==> config.mk <==
export PLATFORM = sky130hd
export DESIGN_NAME = wall_follow_pid_steering
export DESIGN_NICKNAME = d
export VERILOG_FILES = /design/src/sv/wfps_pkg.sv /design/src/sv/wfps_mul.sv /design/src/sv/wall_follow_pid_steering.sv
export SDC_FILE = /design/constraint.sdc
export NUM_CORES = 2
export LEC_CHECK = 0
export ABC_CLOCK_PERIOD_IN_PS = 12400
export BUFFER_PORTS_ARGS = -buffer_cell sky130_fd_sc_hd__clkbuf_2
export CELL_PAD_IN_SITES_DETAIL_PLACEMENT = 2
export CELL_PAD_IN_SITES_GLOBAL_PLACEMENT = 2
export CORE_MARGIN = 4
export CORE_UTILIZATION = 43
export DETAILED_ROUTE_END_ITERATION = 10
export GPL_ROUTABILITY_DRIVEN = 0
export PLACE_DENSITY = 0.84
export SLEW_MARGIN = 20
export SYNTH_ARGS = -nofsm -noshare
export SYNTH_HDL_FRONTEND = slang
export SYNTH_SLANG_ARGS = --single-unit
export TNS_END_PERCENT = 30
==> constraint.sdc <==
create_clock -name clk -period 12.4 [get_ports clk]
set_input_delay 2.48 -clock clk [delete_from_list [all_inputs] [get_ports clk]]
set_output_delay 2.48 -clock clk [all_outputs]
set_load 0.01 [all_outputs]
==> src/sv/wfps_pkg.sv <==
`default_nettype none
// ---------------------------------------------------------------------------
// wfps_pkg: shared types, constants and control store
// Widths, register indexes, maneuver codes, region thresholds and the
// microprogram that sequences one sample through the shared multiplier.
// ---------------------------------------------------------------------------
package wfps_pkg;

    // Field widths
    localparam int SAMPLE_BITS    = 12;
    localparam int GAIN_FRAC_BITS = 24;
    localparam int GAIN_W         = 28;
    localparam int PERIOD_W       = 16;
    localparam int PCT_W          = 7;
    localparam int ERR_W          = SAMPLE_BITS + 1;
    localparam int DIFF_W         = SAMPLE_BITS + 2;
    localparam int SUM_W          = 24;
    localparam int CV_W           = 24;
    localparam int CMP_W          = 16;
    localparam int CFG_IDX_W      = 3;
    localparam int CFG_DATA_W     = 28;

    // Shared multiplier: unsigned A operand, signed B operand
    localparam int MUL_A_W = GAIN_W;
    localparam int MUL_B_W = 25;
    localparam int PROD_W  = MUL_A_W + 1 + MUL_B_W;
    localparam int ACC_W   = PROD_W + 2;
    localparam int PID_SHIFT = GAIN_FRAC_BITS - 8;

    // Divide by 100 through a reciprocal: floor(x * RECIP_100 >> RECIP_SHIFT)
    // is exact for x below 2^30/76, which covers period * percent.
    localparam int RECIP_SHIFT = 30;
    localparam logic [MUL_A_W-1:0] RECIP_100 = MUL_A_W'(((64'd1 << RECIP_SHIFT) + 64'd99) / 64'd100);
    localparam int SCALE_X_W = PERIOD_W + PCT_W;

    // Saturation limits
    localparam logic signed [SUM_W-1:0] SUM_MAX = 24'sd8388607;
    localparam logic signed [SUM_W-1:0] SUM_MIN = -24'sd8388607;
    localparam logic signed [ACC_W-1:0] CV_MAX  = ACC_W'(64'sd8388607);
    localparam logic signed [ACC_W-1:0] CV_MIN  = ACC_W'(-64'sd8388608);

    // Region thresholds in Q8
    localparam logic signed [CV_W-1:0] V_POS_25  = 24'sd6400;
    localparam logic signed [CV_W-1:0] V_POS_27  = 24'sd6912;
    localparam logic signed [CV_W-1:0] V_POS_20  = 24'sd5120;
    localparam logic signed [CV_W-1:0] V_NEG_20  = -24'sd5120;
    localparam logic signed [CV_W-1:0] V_NEG_50  = -24'sd12800;
    localparam logic signed [CV_W-1:0] V_NEG_80  = -24'sd20480;
    localparam logic signed [CV_W-1:0] V_NEG_100 = -24'sd25600;

    localparam logic [SAMPLE_BITS-1:0] FRONT_1000 = SAMPLE_BITS'(1000);
    localparam logic [SAMPLE_BITS-1:0] FRONT_1400 = SAMPLE_BITS'(1400);
    localparam logic [SAMPLE_BITS-1:0] FRONT_1500 = SAMPLE_BITS'(1500);
    localparam logic [SAMPLE_BITS-1:0] FRONT_1800 = SAMPLE_BITS'(1800);
    localparam logic [SAMPLE_BITS-1:0] FRONT_2000 = SAMPLE_BITS'(2000);

    // Maneuver duty percents
    localparam logic [PCT_W-1:0] PCT_99 = 7'd99;
    localparam logic [PCT_W-1:0] PCT_80 = 7'd80;
    localparam logic [PCT_W-1:0] PCT_75 = 7'd75;
    localparam logic [PCT_W-1:0] PCT_70 = 7'd70;
    localparam logic [PCT_W-1:0] PCT_65 = 7'd65;
    localparam logic [PCT_W-1:0] PCT_17 = 7'd17;

    // Maneuver codes
    localparam logic [2:0] MAN_HOLD     = 3'd0;
    localparam logic [2:0] MAN_UTURN    = 3'd1;
    localparam logic [2:0] MAN_LEFT     = 3'd2;
    localparam logic [2:0] MAN_RIGHT    = 3'd3;
    localparam logic [2:0] MAN_SHARP    = 3'd4;
    localparam logic [2:0] MAN_STRAIGHT = 3'd5;
    localparam logic [2:0] MAN_SPECIAL  = 3'd6;

    // Register indexes
    localparam logic [CFG_IDX_W-1:0] REG_TARGET = 3'd0;
    localparam logic [CFG_IDX_W-1:0] REG_GAIN_P = 3'd1;
    localparam logic [CFG_IDX_W-1:0] REG_GAIN_I = 3'd2;
    localparam logic [CFG_IDX_W-1:0] REG_GAIN_D = 3'd3;
    localparam logic [CFG_IDX_W-1:0] REG_PERIOD = 3'd4;
    localparam logic [CFG_IDX_W-1:0] REG_CRUISE = 3'd5;

    // Payload types
    typedef struct packed {
        logic [SAMPLE_BITS-1:0] right_distance;
        logic [SAMPLE_BITS-1:0] front_distance;
    } in_item_t;

    typedef struct packed {
        logic [2:0]             maneuver;
        logic                   left_forward;
        logic [CMP_W-1:0]       left_compare;
        logic [CMP_W-1:0]       right_compare;
        logic signed [CV_W-1:0] control_value;
        logic                   log_valid;
        logic [11:0]            abs_error;
    } out_item_t;

    // Control word
    localparam int STEP_W = 4;

    typedef enum logic [2:0] {A_GP, A_GI, A_GD, A_PERIOD, A_RECIP} a_sel_t;
    typedef enum logic [2:0] {B_ERR, B_SUM, B_DIFF, B_LPCT, B_RPCT, B_PROD} b_sel_t;
    typedef enum logic [1:0] {ACC_HOLD, ACC_LOAD, ACC_ADD} acc_op_t;
    typedef enum logic [1:0] {COND_NONE, COND_WAIT_IN, COND_WAIT_OUT} cond_t;

    typedef struct packed {
        logic              take;
        a_sel_t            a_sel;
        b_sel_t            b_sel;
        logic              mul_en;
        acc_op_t           acc_op;
        logic              v_load;
        logic              decide;
        logic              lcmp_load;
        logic              rcmp_load;
        logic              emit;
        cond_t             cond;
        logic              last;
        logic [STEP_W-1:0] target;
    } ctrl_t;

    localparam logic [STEP_W-1:0] STEP_WAIT = 4'd0;
    localparam logic [STEP_W-1:0] STEP_EMIT = 4'd12;

    // Microprogram: one control word per step
    function automatic ctrl_t ucode(input logic [STEP_W-1:0] step);
        ctrl_t w;
        w = '{take: 1'b0, a_sel: A_GP, b_sel: B_ERR, mul_en: 1'b0, acc_op: ACC_HOLD,
              v_load: 1'b0, decide: 1'b0, lcmp_load: 1'b0, rcmp_load: 1'b0,
              emit: 1'b0, cond: COND_NONE, last: 1'b0, target: STEP_WAIT};
        unique case (step)
            4'd0:
            begin
                w.take = 1'b1;
                w.cond = COND_WAIT_IN;
            end
            4'd1:
            begin
                w.mul_en = 1'b1; w.a_sel = A_GP; w.b_sel = B_ERR;
            end
            4'd2:
            begin
                w.mul_en = 1'b1; w.a_sel = A_GI; w.b_sel = B_SUM; w.acc_op = ACC_LOAD;
            end
            4'd3:
            begin
                w.mul_en = 1'b1; w.a_sel = A_GD; w.b_sel = B_DIFF; w.acc_op = ACC_ADD;
            end
            4'd4:
            begin
                w.acc_op = ACC_ADD;
            end
            4'd5:
            begin
                w.v_load = 1'b1;
            end
            4'd6:
            begin
                w.decide = 1'b1;
            end
            4'd7:
            begin
                w.mul_en = 1'b1; w.a_sel = A_PERIOD; w.b_sel = B_LPCT;
            end
            4'd8:
            begin
                w.mul_en = 1'b1; w.a_sel = A_RECIP; w.b_sel = B_PROD;
            end
            4'd9:
            begin
                w.mul_en = 1'b1; w.a_sel = A_PERIOD; w.b_sel = B_RPCT; w.lcmp_load = 1'b1;
            end
            4'd10:
            begin
                w.mul_en = 1'b1; w.a_sel = A_RECIP; w.b_sel = B_PROD;
            end
            4'd11:
            begin
                w.rcmp_load = 1'b1;
            end
            4'd12:
            begin
                w.emit = 1'b1; w.cond = COND_WAIT_OUT; w.target = STEP_EMIT; w.last = 1'b1;
            end
            default:
            begin
                w.last = 1'b1;
            end
        endcase
        return w;
    endfunction

endpackage
`default_nettype wire

==> src/sv/wfps_mul.sv <==
`default_nettype none
// ---------------------------------------------------------------------------
// wfps_mul: shared registered multiplier
// Multiplies an unsigned A operand by a signed B operand and registers the
// product when enabled.
// ---------------------------------------------------------------------------
module wfps_mul (
    input  wire logic                              clk,
    input  wire logic                              en,
    input  wire logic [wfps_pkg::MUL_A_W-1:0]      a,
    input  wire logic signed [wfps_pkg::MUL_B_W-1:0] b,
    output logic signed [wfps_pkg::PROD_W-1:0]     prod
);

    logic signed [wfps_pkg::PROD_W-1:0] prod_reg;
    logic signed [wfps_pkg::PROD_W-1:0] prod_next;

    // Form the signed product of the zero-extended A and B
    always_comb
    begin
        prod_next = $signed({1'b0, a}) * b;
    end

    // Hold the product until the next enabled step
    always_ff @(posedge clk)
    begin
        if (en)
        begin
            prod_reg <= prod_next;
        end
    end

    assign prod = prod_reg;

endmodule
`default_nettype wire

==> src/sv/wall_follow_pid_steering.sv <==
`default_nettype none
// ---------------------------------------------------------------------------
// wall_follow_pid_steering: PID wall-following steering controller
// Forms a PID value from the right sensor error, picks a maneuver from the
// PID value and front distance, and scales duty percents to PWM counts.
// ---------------------------------------------------------------------------
// One sample is accepted on the input channel when the sequencer sits at its
// wait step; its result is loaded into the output register at the emit step,
// and the next sample is taken the cycle after the result is loaded, so the
// block takes no new sample while one is still in flight. The sequencing comes
// from the single shared multiplier, which forms the three PID products and
// the two duty scalings (period * percent, then a reciprocal multiply for the
// divide by 100) one after another. A result left waiting on the output holds
// the sequencer at its final step. Configuration writes take effect at once
// and are meant for idle periods; writing the cruise percent loads both motor
// duties only until the first maneuver is chosen.
// ---------------------------------------------------------------------------
module wall_follow_pid_steering (
    input  wire logic                                 clk,
    input  wire logic                                 rst_n,
    input  wire logic                                 cfg_write,
    input  wire logic [wfps_pkg::CFG_IDX_W-1:0]       cfg_index,
    input  wire logic [wfps_pkg::CFG_DATA_W-1:0]      cfg_data,
    input  wire logic                                 in_valid,
    output logic                                      in_ready,
    input  wire wfps_pkg::in_item_t                   in_data,
    output logic                                      out_valid,
    input  wire logic                                 out_ready,
    output wfps_pkg::out_item_t                       out_data
);

    // Configuration registers
    logic [wfps_pkg::SAMPLE_BITS-1:0] target_reg;
    logic [wfps_pkg::GAIN_W-1:0]      gain_p_reg;
    logic [wfps_pkg::GAIN_W-1:0]      gain_i_reg;
    logic [wfps_pkg::GAIN_W-1:0]      gain_d_reg;
    logic [wfps_pkg::PERIOD_W-1:0]    period_reg;

    // Controller state
    logic [wfps_pkg::STEP_W-1:0]      step_reg;
    logic [wfps_pkg::STEP_W-1:0]      step_next;
    logic signed [wfps_pkg::SUM_W-1:0] sum_reg;
    logic signed [wfps_pkg::ERR_W-1:0] prev_reg;
    logic                             log_phase_reg;
    logic [wfps_pkg::PCT_W-1:0]       lpct_reg;
    logic [wfps_pkg::PCT_W-1:0]       rpct_reg;
    logic                             ldir_reg;
    logic                             seen_reg;
    logic                             out_valid_reg;
    wfps_pkg::out_item_t              out_reg;

    // Datapath registers
    logic [wfps_pkg::SAMPLE_BITS-1:0]  front_reg;
    logic signed [wfps_pkg::ERR_W-1:0] err_reg;
    logic signed [wfps_pkg::DIFF_W-1:0] diff_reg;
    logic signed [wfps_pkg::ACC_W-1:0] acc_reg;
    logic signed [wfps_pkg::CV_W-1:0]  v_reg;
    logic [2:0]                        man_reg;
    logic [wfps_pkg::CMP_W-1:0]        lcmp_reg;
    logic [wfps_pkg::CMP_W-1:0]        rcmp_reg;

    // Combinational signals
    wfps_pkg::ctrl_t                   ctrl;
    logic                              accept;
    logic                              out_busy;
    logic                              jump;
    logic signed [wfps_pkg::ERR_W-1:0] err_new;
    logic signed [wfps_pkg::SUM_W:0]   sum_wide;
    logic signed [wfps_pkg::SUM_W-1:0] sum_sat;
    logic [wfps_pkg::MUL_A_W-1:0]      mul_a;
    logic signed [wfps_pkg::MUL_B_W-1:0] mul_b;
    logic signed [wfps_pkg::PROD_W-1:0] prod;
    logic signed [wfps_pkg::ACC_W-1:0] prod_ext;
    logic signed [wfps_pkg::ACC_W-1:0] acc_sh;
    logic signed [wfps_pkg::CV_W-1:0]  v_sat;
    logic [wfps_pkg::PROD_W-wfps_pkg::RECIP_SHIFT-1:0] quot;
    logic [wfps_pkg::CMP_W-1:0]        cmp_sat;
    logic [2:0]                        man_new;
    logic [wfps_pkg::PCT_W-1:0]        lpct_new;
    logic [wfps_pkg::PCT_W-1:0]        rpct_new;
    logic                              ldir_new;
    logic [wfps_pkg::ERR_W-1:0]        abs_err;

    // Decode the current control word
    always_comb
    begin
        ctrl = wfps_pkg::ucode(step_reg);
    end

    assign in_ready = ctrl.take;
    assign accept   = in_valid && ctrl.take;
    assign out_busy = out_valid_reg && !out_ready;

    // Advance the step counter: conditional jump, wrap after the last step
    always_comb
    begin
        case (ctrl.cond)
            wfps_pkg::COND_WAIT_IN:  jump = !in_valid;
            wfps_pkg::COND_WAIT_OUT: jump = out_busy;
            default:                 jump = 1'b0;
        endcase
        if (jump)
        begin
            step_next = ctrl.target;
        end
        else if (ctrl.last)
        begin
            step_next = wfps_pkg::STEP_WAIT;
        end
        else
        begin
            step_next = step_reg + 1'b1;
        end
    end

    // Form the error and the saturated error sum for the incoming sample
    always_comb
    begin
        err_new  = $signed({1'b0, in_data.right_distance}) - $signed({1'b0, target_reg});
        sum_wide = (wfps_pkg::SUM_W + 1)'(sum_reg) + (wfps_pkg::SUM_W + 1)'(err_new);
        if (sum_wide > (wfps_pkg::SUM_W + 1)'(wfps_pkg::SUM_MAX))
        begin
            sum_sat = wfps_pkg::SUM_MAX;
        end
        else if (sum_wide < (wfps_pkg::SUM_W + 1)'(wfps_pkg::SUM_MIN))
        begin
            sum_sat = wfps_pkg::SUM_MIN;
        end
        else
        begin
            sum_sat = sum_wide[wfps_pkg::SUM_W-1:0];
        end
    end

    // Select multiplier operands
    always_comb
    begin
        case (ctrl.a_sel)
            wfps_pkg::A_GP:     mul_a = gain_p_reg;
            wfps_pkg::A_GI:     mul_a = gain_i_reg;
            wfps_pkg::A_GD:     mul_a = gain_d_reg;
            wfps_pkg::A_PERIOD: mul_a = wfps_pkg::MUL_A_W'(period_reg);
            default:            mul_a = wfps_pkg::RECIP_100;
        endcase
        case (ctrl.b_sel)
            wfps_pkg::B_ERR:  mul_b = wfps_pkg::MUL_B_W'(err_reg);
            wfps_pkg::B_SUM:  mul_b = wfps_pkg::MUL_B_W'(sum_reg);
            wfps_pkg::B_DIFF: mul_b = wfps_pkg::MUL_B_W'(diff_reg);
            wfps_pkg::B_LPCT: mul_b = $signed(wfps_pkg::MUL_B_W'(lpct_reg));
            wfps_pkg::B_RPCT: mul_b = $signed(wfps_pkg::MUL_B_W'(rpct_reg));
            default:
                mul_b = $signed(wfps_pkg::MUL_B_W'(prod[wfps_pkg::SCALE_X_W-1:0]));
        endcase
    end

    wfps_mul u_mul (
        .clk  (clk),
        .en   (ctrl.mul_en),
        .a    (mul_a),
        .b    (mul_b),
        .prod (prod)
    );

    // Shift the PID sum down to Q8 and saturate; saturate the scaled count
    always_comb
    begin
        prod_ext = wfps_pkg::ACC_W'(prod);
        acc_sh   = acc_reg >>> wfps_pkg::PID_SHIFT;
        if (acc_sh > wfps_pkg::CV_MAX)
        begin
            v_sat = wfps_pkg::CV_W'(wfps_pkg::CV_MAX);
        end
        else if (acc_sh < wfps_pkg::CV_MIN)
        begin
            v_sat = wfps_pkg::CV_W'(wfps_pkg::CV_MIN);
        end
        else
        begin
            v_sat = acc_sh[wfps_pkg::CV_W-1:0];
        end
        quot = prod[wfps_pkg::PROD_W-1:wfps_pkg::RECIP_SHIFT];
        if (|quot[$bits(quot)-1:wfps_pkg::CMP_W])
        begin
            cmp_sat = '1;
        end
        else
        begin
            cmp_sat = quot[wfps_pkg::CMP_W-1:0];
        end
    end

    // Pick the maneuver from the first matching region
    always_comb
    begin
        man_new  = wfps_pkg::MAN_HOLD;
        lpct_new = lpct_reg;
        rpct_new = rpct_reg;
        ldir_new = ldir_reg;
        if (v_reg < wfps_pkg::V_POS_25 && front_reg > wfps_pkg::FRONT_2000)
        begin
            man_new = wfps_pkg::MAN_UTURN; ldir_new = 1'b0;
            lpct_new = wfps_pkg::PCT_99; rpct_new = wfps_pkg::PCT_99;
        end
        else if (v_reg > wfps_pkg::V_POS_27 && front_reg < wfps_pkg::FRONT_1000)
        begin
            man_new = wfps_pkg::MAN_LEFT; ldir_new = 1'b1;
            lpct_new = wfps_pkg::PCT_70; rpct_new = wfps_pkg::PCT_80;
        end
        else if (v_reg > wfps_pkg::V_NEG_80 && v_reg < wfps_pkg::V_NEG_20
                 && front_reg < wfps_pkg::FRONT_1000)
        begin
            man_new = wfps_pkg::MAN_RIGHT; ldir_new = 1'b1;
            lpct_new = wfps_pkg::PCT_75; rpct_new = wfps_pkg::PCT_65;
        end
        else if (v_reg < wfps_pkg::V_NEG_100 && front_reg < wfps_pkg::FRONT_1400)
        begin
            man_new = wfps_pkg::MAN_SHARP; ldir_new = 1'b1;
            lpct_new = wfps_pkg::PCT_99; rpct_new = wfps_pkg::PCT_17;
        end
        else if (v_reg > wfps_pkg::V_NEG_20 && v_reg < wfps_pkg::V_POS_20
                 && front_reg < wfps_pkg::FRONT_1800)
        begin
            man_new = wfps_pkg::MAN_STRAIGHT; ldir_new = 1'b1;
            lpct_new = wfps_pkg::PCT_70; rpct_new = wfps_pkg::PCT_70;
        end
        else if (v_reg > wfps_pkg::V_NEG_50 && v_reg < 0
                 && front_reg > wfps_pkg::FRONT_1000 && front_reg < wfps_pkg::FRONT_1500)
        begin
            man_new = wfps_pkg::MAN_SPECIAL; ldir_new = 1'b1;
            lpct_new = wfps_pkg::PCT_80; rpct_new = wfps_pkg::PCT_80;
        end
    end

    assign abs_err = err_reg[wfps_pkg::ERR_W-1] ? wfps_pkg::ERR_W'(-err_reg)
                                                : wfps_pkg::ERR_W'(err_reg);

    // Hold configuration, sequencer and steering state
    always_ff @(posedge clk or negedge rst_n)
    begin
        if (!rst_n)
        begin
            target_reg    <= wfps_pkg::SAMPLE_BITS'(2000);
            gain_p_reg    <= wfps_pkg::GAIN_W'(838861);
            gain_i_reg    <= wfps_pkg::GAIN_W'(1678);
            gain_d_reg    <= wfps_pkg::GAIN_W'(25165824);
            period_reg    <= wfps_pkg::PERIOD_W'(61);
            step_reg      <= wfps_pkg::STEP_WAIT;
            sum_reg       <= '0;
            prev_reg      <= '0;
            log_phase_reg <= 1'b1;
            lpct_reg      <= wfps_pkg::PCT_80;
            rpct_reg      <= wfps_pkg::PCT_80;
            ldir_reg      <= 1'b1;
            seen_reg      <= 1'b0;
            out_valid_reg <= 1'b0;
        end
        else
        begin
            step_reg <= step_next;

            // Apply configuration writes; unknown indexes are dropped
            if (cfg_write)
            begin
                case (cfg_index)
                    wfps_pkg::REG_TARGET:
                        target_reg <= cfg_data[wfps_pkg::SAMPLE_BITS-1:0];
                    wfps_pkg::REG_GAIN_P: gain_p_reg <= cfg_data[wfps_pkg::GAIN_W-1:0];
                    wfps_pkg::REG_GAIN_I: gain_i_reg <= cfg_data[wfps_pkg::GAIN_W-1:0];
                    wfps_pkg::REG_GAIN_D: gain_d_reg <= cfg_data[wfps_pkg::GAIN_W-1:0];
                    wfps_pkg::REG_PERIOD: period_reg <= cfg_data[wfps_pkg::PERIOD_W-1:0];
                    wfps_pkg::REG_CRUISE:
                    begin
                        // The cruise duty only matters until the first maneuver
                        if (!seen_reg)
                        begin
                            lpct_reg <= cfg_data[wfps_pkg::PCT_W-1:0];
                            rpct_reg <= cfg_data[wfps_pkg::PCT_W-1:0];
                            ldir_reg <= 1'b1;
                        end
                    end
                    default:
                    begin
                    end
                endcase
            end

            // Update error history on the input transaction
            if (accept)
            begin
                sum_reg  <= sum_sat;
                prev_reg <= err_new;
            end

            // Latch the chosen maneuver's drive
            if (ctrl.decide && man_new != wfps_pkg::MAN_HOLD)
            begin
                lpct_reg <= lpct_new;
                rpct_reg <= rpct_new;
                ldir_reg <= ldir_new;
                seen_reg <= 1'b1;
            end

            // Load the output register or drop it once taken
            if (ctrl.emit && !out_busy)
            begin
                out_valid_reg <= 1'b1;
                log_phase_reg <= !log_phase_reg;
            end
            else if (out_ready)
            begin
                out_valid_reg <= 1'b0;
            end
        end
    end

    // Datapath payload registers
    always_ff @(posedge clk)
    begin
        if (accept)
        begin
            front_reg <= in_data.front_distance;
            err_reg   <= err_new;
            diff_reg  <= wfps_pkg::DIFF_W'(err_new) - wfps_pkg::DIFF_W'(prev_reg);
        end
        case (ctrl.acc_op)
            wfps_pkg::ACC_LOAD: acc_reg <= prod_ext;
            wfps_pkg::ACC_ADD:  acc_reg <= acc_reg + prod_ext;
            default:
            begin
            end
        endcase
        if (ctrl.v_load)
        begin
            v_reg <= v_sat;
        end
        if (ctrl.decide)
        begin
            man_reg <= man_new;
        end
        if (ctrl.lcmp_load)
        begin
            lcmp_reg <= cmp_sat;
        end
        if (ctrl.rcmp_load)
        begin
            rcmp_reg <= cmp_sat;
        end
        if (ctrl.emit && !out_busy)
        begin
            out_reg.maneuver      <= man_reg;
            out_reg.left_forward  <= ldir_reg;
            out_reg.left_compare  <= lcmp_reg;
            out_reg.right_compare <= rcmp_reg;
            out_reg.control_value <= v_reg;
            out_reg.log_valid     <= !log_phase_reg;
            out_reg.abs_error     <= log_phase_reg ? 12'd0 : abs_err[11:0];
        end
    end

    assign out_valid = out_valid_reg;
    assign out_data  = out_reg;

    // A transaction on the input starts the program at its first work step
    assert property (@(posedge clk) disable iff (!rst_n)
        (in_valid && in_ready) |=> (step_reg == wfps_pkg::STEP_WAIT + 1'b1))
        else $error("sequencer did not start after input transaction");

    // A new result appears only from the emit step
    assert property (@(posedge clk) disable iff (!rst_n)
        $rose(out_valid_reg) |-> ($past(step_reg) == wfps_pkg::STEP_EMIT))
        else $error("result loaded outside the emit step");

    // The error sum stays inside its symmetric clamp
    assert property (@(posedge clk) disable iff (!rst_n)
        (sum_reg >= wfps_pkg::SUM_MIN) && (sum_reg <= wfps_pkg::SUM_MAX))
        else $error("error sum outside saturation range");

    // Once a maneuver is chosen, the flag stays set
    assert property (@(posedge clk) disable iff (!rst_n)
        !$fell(seen_reg))
        else $error("maneuver-seen flag cleared");

    // No input is taken while the program is running
    assert property (@(posedge clk) disable iff (!rst_n)
        in_ready |-> (step_reg == wfps_pkg::STEP_WAIT))
        else $error("input ready outside the wait step");

endmodule
`default_nettype wire

==> out/metrics.csv <==
metric;value;unit
Longest Clk Path Bufs;3;
Vias per Instance;6.11;
largest net degree at the start of global routing;76;
Tightest Hold Check Type;reg2reg;
I/O pins;135;
Hold Path Origin;man_reg[2]$_DFFE_PN_;
yosys warns;0;
final worst path period share;91.4;%
IO Port Bufs;134;
Critical-path top delay cell;nand3_1;
fraction of registers with async set/reset;37.7;%
Initial DRC Count;3455;
critical path class;reg2reg;
CP Capture Type;register;
CP top delay family;adder cells;
worst hold slack;418;ps
die outline height;336;microns
CP Launch Point;step_reg[0]$_DFF_PN0_;
Initial Util;43.3;%
dpl hpwl;144000;microns
Arr. time, crit path;11750;ps
Synth Area in Adders;34.9;%
Post-Synth XOR/XNOR Area;2.65;%
crit start category;register;
nets;5750;
worst relative slew slack;17.1;%
# clock sinks;451;
Setup Skew;63.7;ps
GRT busiest layer;met2;
Setup Fix Bufs, Post-CTS;0;
Vias;38000;
GRT Util Overall;34.8;%
drt drc;0;
vias in the first global route;44400;
minimum clock period;11330;ps
core box area;107000;sq um
root buffer cell;clkbuf_16;
Synth Area in Compound Gates;10.5;%
clk slew on worst S/H paths;60;ps
cell area after synthesis;46300;sq um
first-pass GRT wire length;292000;microns
initial antenna violation count;4;
FF-to-FF setup slack;1070;ps
fmax;88.2;MHz
TritonCTS clock tree;yes;
post_cts resized;0;
Req. time, crit path;12820;ps
Area Overhead vs Synth;9.31;%
Worst-Skew Late Latency;690;ps
mux cell area share after synthesis;3.81;%
DRT Pass-1 Iters;6;
main combinational cell family by area after synthesis;adder cells;
reg2reg path depth;31;
crit-path max cell delay;770;ps
final wirelength;196000;microns
synthesized flop and latch total;451;
hold depth;0;
chip width;336;microns
Synth cell types;93;
H-tree Lvls;2;
hold_buf cts;0;
GR Util met1;43.0;%
drt wl/cell;31.5;microns
Worst Hold End;out_data[72]$_DFFE_PP_;
Avg Inst Size Synth;9.80;sq um
Yosys top cell by area;fa_1;
Synth top area share;25.9;%
met3 Usage GRT;7.27;%
Max FO, Critical Path;26;
post-synthesis sequential area ratio;27.5;%
CTS Buf Count;54;
Max Slew Vio Count;0;
most frequent cells after synthesis;791 x inv_1, 599 x fa_1, 546 x nand2_1;
leading post-synthesis cells by cell area;fa_1 26%, edfxtp_1 18%, ha_1 8.9%, dfrtp_1 7.2%, inv_1 6.4%;
worst path bufs/invs;6;
status;completed;
layout cell share with drive strength beyond 1;11.8;%
Critical R2R Launch;step_reg[0]$_DFF_PN0_;
Congestion Overflow GR;0;
Layout fillers;11100;
Hold Fails Final Rpt;0;
number of setup violations in the final report;0;
unrepaired setup endpoints after global routing;no;
worst slew pin tran;1240;ps
post-synth net total;5709;
post-route ant nets;0;
Max Cap Viol;0;
FF-to-FF End;u_mul.prod[53]$_DFFE_PN_;
Largest register FFs;73;
Cell Rows;120;
Post-synth EDFFs;281;
full die area;113000;sq um
met2 Use GR;58.2;%
Synth Area in Simple Gates;12.3;%
Syn Inst Count;4722;
Synth Flop Type;edfxtp_1;
TNS Setup;0;ps
count leader, synth;inv_1;
-- per-layer routing --
layer  vias to the layer above  part of all wire (%)
li1                      15500                     -
met1                     20000                    39
met2                      1846                    47
met3                       645                   8.2
met4                         4                   5.7
met5                         -                 0.015
-- stage by stage --
stage | cell area [sq um] | worst slack (ps) | instances | utilization (%)
CTS | 50500 | 1260 | 6211 | 47.3
global placement | 48500 | 1870 | 6110 | 45.4
global route | 50600 | 570 | 6211 | 47.3
floorplan | 46300 | 3340 | 4722 | -
detailed placement | 48500 | 1430 | 6110 | 45.4
finish | 50600 | 1070 | 6214 | 47.3
-- kinds of logic after synthesis --
kind of cell               after synthesis
xor gates and xnor gates               140
muxes                                  157
AOI/OAI and AO/OA                      718
and+or+nand+nor                       1316
adders and majority gates              931
DFF                                    451
buffers and inverters                 1009
-- placed cells by master, fill, tap and decap left out, drive strengths merged, types with 22 or more instances in the layout --
cell type  instances
a211oi            35
a21o              81
a21oi            159
a221o             29
a221oi            32
a22oi             22
a31oi             25
and2              24
and3              25
buf               69
clkbuf           205
dfrtp            134
dfstp             36
edfxtp           281
fa               599
ha               328
inv              797
mux2             149
nand2            546
nand2b            25
nand3             50
nand4             38
nor2             462
nor2b             28
nor3              36
o21a              47
o21ai            149
o21bai            25
o31ai             23
or2               26
xnor2             91
xor2              49
-- how the worst max path moves through the flow --
| stage | end | slack (ps) | cells after the start |
|---|---|---|---|
| 4_1_cts | u_mul.prod[53]$_DFFE_PN_ | 1260 | 31 |
| 3_5_place_dp | u_mul.prod[53]$_DFFE_PN_ | 1430 | 32 |
| 2_1_floorplan | u_mul.prod[51]$_DFFE_PN_ | 3340 | 36 |
| 5_1_grt | u_mul.prod[53]$_DFFE_PN_ | 570 | 32 |
| 3_3_place_gp | u_mul.prod[53]$_DFFE_PN_ | 1870 | 32 |
| 6_report | u_mul.prod[53]$_DFFE_PN_ | 1070 | 31 |
-- worst reg2reg max path: cells and delay by family, from the launching register on --
family	cells	cell delay [ps]
xor gates and xnor gates	1	90
adders and majority gates	9	4540
DFF	1	410
AOI/OAI and AO/OA	8	2610
buffers and inverters	6	470
and+or+nand+nor	7	2930
-- final cells by class --
type / count / area, sq um / area share (%)
repair buffers: 202 / 1190 / 2.35
well taps: 1403 / 1760 / 3.47
inverters: 792 / 2970 / 5.88
flip-flops and latches: 451 / 12700 / 25.2
multi-input cells: 3262 / 29900 / 59.2
clock inverters: 29 / 418 / 0.826
diodes: 3 / 7.51 / 0.0148
clock buffers: 72 / 1570 / 3.11
Power is left out: the tool's default activity adds up to more than one toggle a clock period on the data nets, which glitch-free logic cannot reach.
